<file path="src/hdl/sdsse_pkg.sv">
`timescale 1ns / 1ps
// shared types, constants and the glyph table of the signed decimal seven-segment encoder
// no dependencies; used by sdsse_digit_stage, signed_decimal_seven_segment_encoder and the test files

package sdsse_pkg;

   // number of digits driven, and the fixed digit slots of the port
   localparam int DIGITS     = 4;
   localparam int MAX_DIGITS = 4;
   localparam int SEG_W      = 7;
   localparam int SEGS_W     = MAX_DIGITS * SEG_W;
   localparam int VALUE_W    = 16;
   localparam int CODE_W     = 4;

   // accepted range and magnitude width
   localparam int MAX_VALUE = (10 ** DIGITS) - 1;
   localparam int MIN_MAG   = MAX_VALUE / 10;
   localparam int MAG_W     = $clog2(MAX_VALUE + 1);

   // divide by ten as multiply by ceil(2^19 / 10), exact for inputs below 43690
   localparam int RECIP_TEN   = 52429;
   localparam int RECIP_W     = 16;
   localparam int RECIP_SHIFT = 19;
   localparam int PROD_W      = MAG_W + RECIP_W;

   // glyph code for the minus sign
   localparam logic [CODE_W-1:0] MINUS_CODE = 4'd10;

   typedef enum logic [1:0] {
      STATUS_OK        = 2'd0,
      STATUS_TOO_LARGE = 2'd1,
      STATUS_TOO_SMALL = 2'd2
   } status_type;

   // one item as it moves down the pipeline
   typedef struct packed {
      logic                           valid;
      status_type                     status;
      logic                           neg;
      logic [MAG_W-1:0]               mag;
      logic [DIGITS-1:0][CODE_W-1:0]  digit;
   } stage_type;

   // segment pattern of one glyph, bit 0 is segment a
   function automatic logic [SEG_W-1:0] glyph(input logic [CODE_W-1:0] code);
      logic [SEG_W-1:0] pat;
      case (code)
         4'd0:       pat = 7'd63;
         4'd1:       pat = 7'd6;
         4'd2:       pat = 7'd91;
         4'd3:       pat = 7'd79;
         4'd4:       pat = 7'd102;
         4'd5:       pat = 7'd109;
         4'd6:       pat = 7'd125;
         4'd7:       pat = 7'd7;
         4'd8:       pat = 7'd127;
         4'd9:       pat = 7'd111;
         MINUS_CODE: pat = 7'd64;
         default:    pat = 7'd63;
      endcase
      return pat;
   endfunction

endpackage

</file>
<file path="src/hdl/signed_decimal_seven_segment_encoder.sv">
`timescale 1ns / 1ps
// Signed decimal seven-segment encoder. Each transfer on req carries one signed 16-bit
// number; each transfer on rsp carries a status code, an update flag and 7 segment bits per
// digit. Values from -(10^(DIGITS-1)-1) to 10^DIGITS-1 are shown with leading zeros kept and
// a minus sign on the top digit; outside that range the status says too large or too small,
// update is low and all segments are zero. A new number is taken every cycle while rsp is not
// stalled; it passes through one input stage for range check and magnitude, one divide-by-ten
// stage per lower digit, and one output register for glyph lookup and common-anode inversion.
// The whole pipeline holds while rsp is stalled. The user must write the anode_mask register
// through csr only while the block is idle; the block itself does not enforce this.
// depends on sdsse_pkg and sdsse_digit_stage

module signed_decimal_seven_segment_encoder (
   input  logic        clock,
   input  logic        reset,
   // input stream
   input  logic        req_tvalid,
   output logic        req_tready,
   input  logic [15:0] req_tdata,    // [15:0] value
   // result stream
   output logic        rsp_tvalid,
   input  logic        rsp_tready,
   output logic [31:0] rsp_tdata,    // [27:0] segments, [31:28] zero
   output logic [2:0]  rsp_tuser,    // [1:0] status, [2] update
   // anode mask write
   input  logic        csr_valid,
   output logic        csr_ready,
   input  logic [3:0]  csr_wdata     // [3:0] anode_mask
);

   localparam int DIGITS = sdsse_pkg::DIGITS;

   logic                                 enable;
   logic [3:0]                           anode_mask_ff;
   sdsse_pkg::stage_type                 in_stage_ff;
   sdsse_pkg::stage_type                 in_stage_in;
   sdsse_pkg::stage_type                 stage_w [DIGITS];
   logic signed [sdsse_pkg::VALUE_W:0]   value_ext;
   logic [sdsse_pkg::VALUE_W-1:0]        abs_value;
   logic                                 rsp_valid_ff;
   sdsse_pkg::status_type                rsp_status_ff;
   sdsse_pkg::status_type                rsp_status_in;
   logic                                 rsp_update_ff;
   logic                                 rsp_update_in;
   logic [sdsse_pkg::SEGS_W-1:0]         rsp_segments_ff;
   logic [sdsse_pkg::SEGS_W-1:0]         rsp_segments_in;
   logic [sdsse_pkg::CODE_W-1:0]         code;
   sdsse_pkg::stage_type                 last_stage;

   // whole pipeline moves when the output register is free or being taken
   assign enable     = !rsp_valid_ff || rsp_tready;
   assign req_tready = enable;
   assign csr_ready  = 1'b1;

   // anode mask register
   always_ff @(posedge clock) begin
      if (reset) begin
         anode_mask_ff <= 4'd0;
      end else if (csr_valid) begin
         anode_mask_ff <= csr_wdata;
      end
   end

   // input stage: range check and magnitude
   always_comb begin
      value_ext         = {req_tdata[15], req_tdata};
      abs_value         = req_tdata[15] ? (~req_tdata + 16'd1) : req_tdata;
      in_stage_in       = '0;
      in_stage_in.valid = req_tvalid;
      in_stage_in.neg   = req_tdata[15];
      in_stage_in.mag   = sdsse_pkg::MAG_W'(abs_value);
      if (value_ext > $signed(17'(sdsse_pkg::MAX_VALUE))) begin
         in_stage_in.status = sdsse_pkg::STATUS_TOO_LARGE;
      end else if (value_ext < -$signed(17'(sdsse_pkg::MIN_MAG))) begin
         in_stage_in.status = sdsse_pkg::STATUS_TOO_SMALL;
      end else begin
         in_stage_in.status = sdsse_pkg::STATUS_OK;
      end
   end

   always_ff @(posedge clock) begin
      if (reset) begin
         in_stage_ff.valid <= 1'b0;
      end else if (enable) begin
         in_stage_ff <= in_stage_in;
      end
   end

   assign stage_w[0] = in_stage_ff;

   // one divide-by-ten stage per lower digit
   for (genvar g = 1; g < DIGITS; g++) begin : g_digit
      sdsse_digit_stage u_stage (
         .clock   (clock),
         .reset   (reset),
         .enable  (enable),
         .stage_i (stage_w[g-1]),
         .stage_o (stage_w[g])
      );
   end

   assign last_stage = stage_w[DIGITS-1];

   // glyph lookup, top digit sign, common-anode inversion
   always_comb begin
      rsp_segments_in = '0;
      rsp_status_in   = last_stage.status;
      rsp_update_in   = (last_stage.status == sdsse_pkg::STATUS_OK);
      code            = '0;
      if (rsp_update_in) begin
         for (int p = 0; p < DIGITS; p++) begin
            if (p < DIGITS - 1) begin
               code = last_stage.digit[p+1];
            end else if (last_stage.neg) begin
               code = sdsse_pkg::MINUS_CODE;
            end else begin
               code = sdsse_pkg::CODE_W'(last_stage.mag);
            end
            rsp_segments_in[p*sdsse_pkg::SEG_W +: sdsse_pkg::SEG_W] =
               sdsse_pkg::glyph(code) ^ {sdsse_pkg::SEG_W{anode_mask_ff[p]}};
         end
      end
   end

   // output register
   always_ff @(posedge clock) begin
      if (reset) begin
         rsp_valid_ff <= 1'b0;
      end else if (enable) begin
         rsp_valid_ff    <= last_stage.valid;
         rsp_status_ff   <= rsp_status_in;
         rsp_update_ff   <= rsp_update_in;
         rsp_segments_ff <= rsp_segments_in;
      end
   end

   assign rsp_tvalid = rsp_valid_ff;
   assign rsp_tdata  = {4'd0, rsp_segments_ff};
   assign rsp_tuser  = {rsp_update_ff, rsp_status_ff};

   // update is raised exactly for an in-range number
   a_update_status : assert property (@(posedge clock) disable iff (reset)
      rsp_valid_ff |-> (rsp_update_ff == (rsp_status_ff == sdsse_pkg::STATUS_OK)))
      else $error("update flag does not match status");

   // a rejected number drives no segments
   a_reject_blank : assert property (@(posedge clock) disable iff (reset)
      (rsp_valid_ff && !rsp_update_ff) |-> (rsp_segments_ff == '0))
      else $error("segments set on out-of-range result");

   // an accepted transfer shows up in the input stage with its range verdict
   a_input_capture : assert property (@(posedge clock) disable iff (reset)
      (req_tvalid && req_tready) |=> (in_stage_ff.valid &&
         ((in_stage_ff.status == sdsse_pkg::STATUS_OK) ==
          ($signed($past(req_tdata)) <= sdsse_pkg::MAX_VALUE &&
           $signed($past(req_tdata)) >= -sdsse_pkg::MIN_MAG))))
      else $error("input stage lost or misjudged a transfer");

   // a stalled output holds the pipeline behind it
   a_stall_hold : assert property (@(posedge clock) disable iff (reset)
      (rsp_valid_ff && !rsp_tready) |=> $stable(last_stage))
      else $error("pipeline moved during a stall");

endmodule

</file>
<file path="src/hdl/sdsse_digit_stage.sv">
`timescale 1ns / 1ps
// one pipeline stage that splits off the lowest decimal digit of the magnitude
// depends on sdsse_pkg

module sdsse_digit_stage (
   input  logic                clock,
   input  logic                reset,
   input  logic                enable,
   input  sdsse_pkg::stage_type stage_i,
   output sdsse_pkg::stage_type stage_o
);

   sdsse_pkg::stage_type                stage_ff;
   sdsse_pkg::stage_type                stage_in;
   logic [sdsse_pkg::PROD_W-1:0]        prod;
   logic [sdsse_pkg::MAG_W-1:0]         quot;
   logic [sdsse_pkg::MAG_W-1:0]         quot_x10;
   logic [sdsse_pkg::CODE_W-1:0]        rem;

   // quotient by reciprocal multiply, remainder by shift-add back
   always_comb begin
      prod     = sdsse_pkg::PROD_W'(stage_i.mag) *
                 sdsse_pkg::PROD_W'(sdsse_pkg::RECIP_TEN);
      quot     = sdsse_pkg::MAG_W'(prod >> sdsse_pkg::RECIP_SHIFT);
      quot_x10 = (quot << 3) + (quot << 1);
      rem      = sdsse_pkg::CODE_W'(stage_i.mag - quot_x10);
   end

   // new digit enters at the top of the digit list, older ones move down
   always_comb begin
      stage_in       = stage_i;
      stage_in.mag   = quot;
      stage_in.digit = {rem, stage_i.digit[sdsse_pkg::DIGITS-1:1]};
   end

   always_ff @(posedge clock) begin
      if (reset) begin
         stage_ff.valid <= 1'b0;
      end else if (enable) begin
         stage_ff <= stage_in;
      end
   end

   assign stage_o = stage_ff;

endmodule

</file>
<file path="config.mk">
export PLATFORM = sky130hd
export DESIGN_NAME = signed_decimal_seven_segment_encoder
export DESIGN_NICKNAME = d
export VERILOG_FILES = /design/src/hdl/sdsse_pkg.sv /design/src/hdl/signed_decimal_seven_segment_encoder.sv /design/src/hdl/sdsse_digit_stage.sv
export SDC_FILE = /design/constraint.sdc
export NUM_CORES = 1
export LEC_CHECK = 0
export BUFFER_PORTS_ARGS = -buffer_cell sky130_fd_sc_hd__clkbuf_2
export CORE_MARGIN = 1
export CORE_UTILIZATION = 55
export DETAILED_ROUTE_END_ITERATION = 8
export PLACE_DENSITY = 0.73
export SLEW_MARGIN = 0
export SYNTH_ARGS = -nofsm -noshare
export SYNTH_HDL_FRONTEND = slang
export SYNTH_SLANG_ARGS = --single-unit
</file>
<file path="constraint.sdc">
create_clock -name clock -period 12.9 [get_ports clock]
set_clock_uncertainty 0.05 [all_clocks]
set_input_delay 3.225 -clock clock [delete_from_list [all_inputs] [get_ports clock]]
set_output_delay 3.225 -clock clock [all_outputs]
set_load 0.005 [all_outputs]
</file>
==> impl_summary.txt, run 1 <==
----------------------------------------------------
[Synthesis]
  Number of enable flip-flop cells after synthesis ... 104
  Post-synthesis cell area ... 0.0121 mm²
  Register bit count reported by yosys ... 113
  Proportion of register bits with asynchronous set or reset after synthesis ... 0%
  Synth area leader ... sky130_fd_sc_hd__ha_1
  Synth Instances ... 1120
  YS warnings ... 0
  Main flop type after synthesis ... sky130_fd_sc_hd__edfxtp_1
  Leading post-synthesis cells by cell area ... sky130_fd_sc_hd__ha_1, sky130_fd_sc_hd__edfxtp_1, sky130_fd_sc_hd__fa_1
  Average instance area after synthesis ... 10.8 µm²
  Synth top area share ... 26.5%
  Post-synthesis sequential area ratio ... 27.3%
  Number of distinct library cells after synthesis ... 54

[Floorplan]
  DIE WIDTH ... 150 µm
  Number of top-level pins ... 63
  FP Rows ... 53
  Die area ... 0.0226 mm²
  Core area ... 0.0213 mm²
  Die Y ... 150 µm
  Starting density of the core ... 56.8%

[Placement]
  Final GP Congestion ... 0.866
  HPWL reported at the end of detailed placement ... 17700 µm
  Port Buffers ... 57

[Routing]
  Total vias in the final route ... 7568
  Post-detailed-route via-to-cell ratio ... 5.17
  Detailed route wirelength on metal3 ... 695 µm
  Remaining antenna violation count ... 0
  Sum of routed wire segments on met1 ... 9840 µm
  Detailed Route Iter0 Violations ... 301
  DRT Pass-1 Iters ... 4
  Routed wire length on met2 ... 10600 µm
  Avg WL per Cell ... 14.6 µm
  Top layer used by detailed routing ... met4
  Routed Wire Length ... 21400 µm
  Drt drc ... 0

[Clock network]
  Number of buffers added for setup after CTS ... 0
  Clock sink count ... 113
  Cell chosen for the clock root ... sky130_fd_sc_hd__clkbuf_16
  # resized after CTS ... 0
  CTS hold repair buffers ... 0
  Clock Pin Slew Worst Setup and Hold Paths ... 0.05 ns
  H-tree lvl count ... 4
  Clock tree from TritonCTS ... done
  Worst skew pair latency ... 0.41 ns
  Worst-case clock buffer depth ... 2
  Inserted Clock Buffers ... 17

[Timing]
  RSZ-0062 raised after global routing ... no
  Hold Violations, Final ... 0
  Max_slew headroom ... 26.7%
  Highest clock frequency the design can meet ... 136 MHz
  Count of final setup violators ... 0
  Final slew viol count ... 0
  Share of the clock period used by the worst path ... 57.0%
  Transition time at the pin with the least slew margin ... 1.10 ns
  Clock period minus final worst setup slack ... 7.35 ns
  Sum of negative setup slack ... 0 ns

[Global routing]
  Pin count of the biggest net entering global routing ... 89
  GRT Overall Usage ... 21.1%
  Antenna violations before repair ... 0
  First-pass GRT wire length ... 36900 µm
  Global route total overflow ... 0
  Via count of the first global-routing pass ... 7853

[Cells and area]
  Layout Area Growth over Synthesis ... 9.58%
  Number of antenna repair diodes ... 0
  Share of layout cells above drive strength 1 ... 8.91%
  Net count of the finished layout ... 1564

[Critical path]
  Cell with the biggest individual delay on the critical path ... sky130_fd_sc_hd__nor2b_1
  Worst setup path class ... primary input to primary output
  CP peak stage delay ... 0.43 ns
  Arrival @ worst endpoint ... 4.07 ns
  Reg2Reg Depth ... 24
  Most repeated library cell on the critical path ... sky130_fd_sc_hd__clkbuf_2
  Critical path peak fanout ... 7
  Kind of start point of the critical path ... primary input
  Cells along the critical path ... clkbuf_2 > nor2b_1 > inv_1 > clkbuf_2
  Element type at the critical path end ... primary output
  Required time at the endpoint of the critical path ... 9.62 ns

[Hold path]
  Number of cells on the worst hold path ... 0
  Class of the most critical hold timing path ... flip-flop to flip-flop

[Run status]
  Result of the run ... complete, no violations

[Run]
  Reported max-cap violation count ... 0

----------------------------------------------------
[layer usage]
| layer | up-vias | GRT usage (%) |
|---|---|---|
| met5 | - | 0 |
| met4 | 0 | 5.76 |
| met3 | 21 | 2.91 |
| met2 | 124 | 36.0 |
| met1 | 3602 | 28.0 |
| li1 | 3821 | - |
[state kept, by name (all words and copies together) (netlist names)]
| name | cells |
|---|---|
| rsp_update_ff | 1 |
| in_stage_ff | 18 |
| anode_mask_ff | 4 |
| rsp_tvalid | 1 |
| g_digit.u_stage.stage_o | 59 |
| rsp_status_ff | 2 |
| rsp_segments_ff | 28 |
[metrics by stage]
step	std cells	instance area [µm²]	util, %	worst slack (ns)	hold slack [ns]
2_1_floorplan	1123	12100	-	4.51	0.350
3_3_place_gp	1433	12600	59.3	5.60	0.350
3_5_place_dp	1433	12600	59.3	5.55	0.355
4_1_cts	1465	13200	62.2	5.54	0.366
5_1_grt	1465	13200	62.2	5.46	0.375
6_report	1465	13200	62.2	5.55	0.365
[kinds of logic after synthesis]
| family | synth area share (%) |
|---|---|
| adder cells (fa/ha/maj) | 44.1 |
| buffers and inverters | 8.20 |
| AND/OR/NAND/NOR | 5.99 |
| AO/OA/AOI/OAI | 7.55 |
| flip-flops | 27.3 |
| XOR/XNOR | 6.45 |
| multiplexers | 0.331 |
| other | 0.0622 |
[placed cells by master (no fill, tap or decap), types with 20 or more instances in the layout]
cell	instances
sky130_fd_sc_hd__ha_1	256
sky130_fd_sc_hd__inv_1	235
sky130_fd_sc_hd__fa_1	106
sky130_fd_sc_hd__edfxtp_1	104
sky130_fd_sc_hd__nor2_1	63
sky130_fd_sc_hd__clkbuf_2	57
sky130_fd_sc_hd__xnor2_1	55
sky130_fd_sc_hd__a21oi_1	40
sky130_fd_sc_hd__o21ai_0	35
sky130_fd_sc_hd__xor2_1	34
sky130_fd_sc_hd__nand2_1	34
sky130_fd_sc_hd__clkbuf_16	20
[layout make-up]
cell class                 count  area [µm²]
tap                          275         344
inverter                     235         882
sequential                   113        3300
clock buffer                  22         528
clock inverter                10        82.6
timing repair buffer          58         293
multi-input combinational    752        7810
fill                        1677        8050
[worst max-delay path: cells and delay by family]
| family | cells | cell delay, ns |
|---|---|---|
| buffers and inverters | 3 | 0.42 |
| and+or+nand+nor | 1 | 0.43 |
[Yosys cell counts, drive strengths merged, types with 3 or more instances]
master,count
or3,9
or2,7
o21ai,36
o21a,4
nand4,3
and3,4
o31ai,7
a21o,10
a21oi,40
nand2b,5
a211oi,10
o211ai,3
clkbuf,17
nor3,4
nor2b,8
dfxtp,9
nand3,10
xnor2,55
xor2,34
fa,106
a31oi,6
nand2,34
ha,256
nor2,64
mux2i,4
edfxtp,104
inv,235
buf,6
[final timing paths]
| check | endpoint | start | slack, ns |
|---|---|---|---|
| setup / recovery | req_tready | rsp_tready | 5.55 |
| hold / removal | g_digit[3].u_stage.stage_o[31] | g_digit[2].u_stage.stage_o[31] | 0.36 |
| setup reg to reg | g_digit[1].u_stage.stage_o[15] | in_stage_ff[28] | 6.79 |
| hold reg to reg | g_digit[3].u_stage.stage_o[31] | g_digit[2].u_stage.stage_o[31] | 0.36 |
Power of run 1 is left out: the tool's default activity adds up to more than one toggle a clock period on the data nets, which glitch-free logic cannot reach.
==> inputs of run 2 (changes only) <==
- PLACE_DENSITY: 0.73 -> 0.76
- clock period: 12.9 -> 6.75 ns (I/O delays scaled with it)
==> run 2 against run 1 <==
First-iteration DRC count up 9.3%. Critical path depth up 20. Cell count about the same. Setup slack worse by 4.9 ns. Register-to-register slack worse by 6.2 ns. Sequential share of layout area about the same. Non-clock buffer count up 1. Die area unchanged. Count of clock-buffer cells in the layout down 5. Via count up 2.2%.
==> impl_summary.txt, run 2 (synthesis results as in run 1) <==
----------------------------------------------------
[Cells and area]
  Filler Cells Inserted ... 1655 (-1.3%)
  Layout Area Growth over Synthesis ... 9.72%
  Number of antenna repair diodes ... 0 (unchanged)
  Flip-flop count of the largest register, all copies and words added ... 59 (unchanged)
  Net count of the finished layout ... 1565 (+0.064%)
  Final cell area excluding filler cells ... 0.0133 mm² (+0.13%)
  Most common library cell in the layout ignoring fill and taps ... sky130_fd_sc_hd__ha_1
  Final standard cell count with taps included and fillers excluded ... 1466 (+0.068%)
  Share of layout cells above drive strength 1 ... 8.90% (about the same)
  Most frequent cells in the layout ... sky130_fd_sc_hd__ha_1, sky130_fd_sc_hd__inv_1, sky130_fd_sc_hd__fa_1

[Routing]
  Routed Wire Length ... 21800 µm (+1.6%)
  Sum of routed wire segments on met1 ... 10000 µm (+1.7%)
  Routed wire length on met2 ... 10900 µm (+2.7%)
  Drt drc ... 0 (unchanged)
  Avg WL per Cell ... 14.9 µm (+1.5%)
  Detailed Route Iter0 Violations ... 329 (+9.3%)
  Remaining antenna violation count ... 0 (unchanged)
  Top layer used by detailed routing ... met4
  DRT Pass-1 Iters ... 5 (+1)
  Detailed route wirelength on metal3 ... 609 µm (-12%)
  Total vias in the final route ... 7732 (+2.2%)
  Post-detailed-route via-to-cell ratio ... 5.27 (+2.1%)

[Clock network]
  Number of buffers added for setup after CTS ... 0 (unchanged)
  H-tree lvl count ... 4 (unchanged)
  CTS hold repair buffers ... 0 (unchanged)
  Worst skew pair latency ... 0.42 ns (about the same)
  # resized after CTS ... 0 (unchanged)
  Inserted Clock Buffers ... 17 (unchanged)
  Clock tree from TritonCTS ... done
  Clock sink count ... 113 (unchanged)
  Cell chosen for the clock root ... sky130_fd_sc_hd__clkbuf_16
  Worst-case clock buffer depth ... 2 (unchanged)
  Clock Pin Slew Worst Setup and Hold Paths ... 0.06 ns (about the same)

[Timing]
  Share of the clock period used by the worst path ... 90.9%
  Sum of negative setup slack ... 0 ns (unchanged)
  Highest clock frequency the design can meet ... 163 MHz
  RSZ-0062 raised after global routing ... no
  Max_slew headroom ... 55.7% (+29 points)
  Final slew viol count ... 0 (unchanged)
  Transition time at the pin with the least slew margin ... 0.664 ns (-0.436 ns)
  Count of final setup violators ... 0 (unchanged)
  Clock period minus final worst setup slack ... 6.14 ns
  Hold Violations, Final ... 0 (unchanged)

[Global routing]
  Pin count of the biggest net entering global routing ... 53 (-40%)
  Antenna violations before repair ... 0 (unchanged)
  Via count of the first global-routing pass ... 7956 (+1.3%)
  First-pass GRT wire length ... 36600 µm (-0.79%)
  Global route total overflow ... 0 (unchanged)
  GRT Overall Usage ... 20.9% (-0.17 points)

[Placement]
  Port Buffers ... 57 (unchanged)
  Inst Count DP ... 1434 (+0.070%)
  HPWL reported at the end of detailed placement ... 18100 µm (+2.5%)
  Post-detailed-placement cell area ... 0.0126 mm² (about the same)
  Final GP Congestion ... 0.875 (+1.1%)

[Floorplan]
  Core area ... 0.0213 mm² (unchanged)
  FP Rows ... 53 (unchanged)
  Starting density of the core ... 56.8% (unchanged)
  Die Y ... 150 µm (unchanged)
  Die area ... 0.0226 mm² (unchanged)
  DIE WIDTH ... 150 µm (unchanged)
  Number of top-level pins ... 63 (unchanged)

[Run]
  Reported max-cap violation count ... 0 (unchanged)

[Critical path]
  Arrival @ worst endpoint ... 6.25 ns (+2.18 ns)
  Worst setup path class ... flip-flop to flip-flop
  Critical path peak fanout ... 4 (-3)
  Most repeated library cell on the critical path ... sky130_fd_sc_hd__inv_1
  Gate family responsible for the most delay along the worst path ... adder cells
  CP peak stage delay ... 0.59 ns (+0.16 ns)
  Cell with the biggest individual delay on the critical path ... sky130_fd_sc_hd__fa_1
  Required time at the endpoint of the critical path ... 6.87 ns (-2.75 ns)
  Count of buffer and inverter cells on the critical path ... 6 (+3)
  Element type at the critical path end ... flip-flop
  Cells along the critical path ... inv_1 > ha_1 > inv_1 > fa_1 > inv_1 > fa_1 > fa_1 > inv_1 > fa_1 > inv_1 > fa_1 > inv_1 > ha_1 > nand4_1 > nor2_1 > nand3_1 > a21oi_1 > a221oi_1 > xnor2_1 > ha_1 > nand2_1 > nand2_1 > xnor2_1 > xnor2_1
  Kind of start point of the critical path ... flip-flop

[Hold path]
  Class of the most critical hold timing path ... flip-flop to flip-flop

[Run status]
  Result of the run ... complete, no violations

----------------------------------------------------
==> run 2: cell count changes in the layout (fill, tap and decap cells not counted), moves of 2 or more <==
cell / previous run / this run
sky130_fd_sc_hd__bufinv_16: 0 / 3
sky130_fd_sc_hd__clkbuf_16: 20 / 17
sky130_fd_sc_hd__clkbuf_8: 2 / 0
sky130_fd_sc_hd__inv_8: 0 / 2
==> run 2: cell type report <==
cell class | count | area [µm²] | area share [%]
clock inverters | 15 | 195 | 1.47
well taps | 275 | 344 | 2.60
flip-flops and latches | 113 | 3300 | 24.9
repair buffers | 59 | 300 | 2.27
clock buffers | 17 | 425 | 3.21
inverters | 235 | 882 | 6.65
multi-input cells | 752 | 7810 | 58.9
==> run 2: worst reg2reg max path: stages (launching register included) <==
cell                       delay, ns
sky130_fd_sc_hd__edfxtp_1       0.42
sky130_fd_sc_hd__inv_1          0.06
sky130_fd_sc_hd__ha_1           0.27
sky130_fd_sc_hd__inv_1          0.06
sky130_fd_sc_hd__fa_1           0.59
sky130_fd_sc_hd__inv_1          0.10
sky130_fd_sc_hd__fa_1           0.51
sky130_fd_sc_hd__fa_1           0.56
sky130_fd_sc_hd__inv_1          0.05
sky130_fd_sc_hd__fa_1           0.51
sky130_fd_sc_hd__inv_1          0.05
sky130_fd_sc_hd__fa_1           0.50
sky130_fd_sc_hd__inv_1          0.04
sky130_fd_sc_hd__ha_1           0.30
sky130_fd_sc_hd__nand4_1        0.12
sky130_fd_sc_hd__nor2_1         0.31
sky130_fd_sc_hd__nand3_1        0.12
sky130_fd_sc_hd__a21oi_1        0.22
sky130_fd_sc_hd__a221oi_1       0.14
sky130_fd_sc_hd__xnor2_1        0.22
sky130_fd_sc_hd__ha_1           0.29
sky130_fd_sc_hd__nand2_1        0.07
sky130_fd_sc_hd__nand2_1        0.06
sky130_fd_sc_hd__xnor2_1        0.15
sky130_fd_sc_hd__xnor2_1        0.12
==> run 2: worst paths after layout <==
| check | startpoint | end | slack [ns] | cells past startpoint |
|---|---|---|---|---|
| hold reg to reg | g_digit[2].u_stage.stage_o[32] | g_digit[3].u_stage.stage_o[32] | 0.37 | 0 |
| setup reg to reg | in_stage_ff[28] | g_digit[1].u_stage.stage_o[15] | 0.61 | 24 |
| setup / recovery | in_stage_ff[28] | g_digit[1].u_stage.stage_o[15] | 0.61 | 24 |
| hold / removal | g_digit[2].u_stage.stage_o[32] | g_digit[3].u_stage.stage_o[32] | 0.37 | 0 |
==> run 2: routing by layer <==
layer  up-vias  global-route usage, %
li1       3835                      -
met5         -                      0
met1      3739                   26.9
met3        25                   3.12
met4         0                   5.71
met2       133                   36.6
==> run 2: metrics by stage <==
step	util (%)	hold slack, ns	setup slack [ns]
floorplan	-	0.350	1.14
global placement	59.4	0.352	0.892
detailed placement	59.4	0.355	0.779
CTS	62.3	0.365	0.716
global route	62.3	0.375	0.238
finish	62.3	0.365	0.612
Power of run 2 is left out for the same reason.
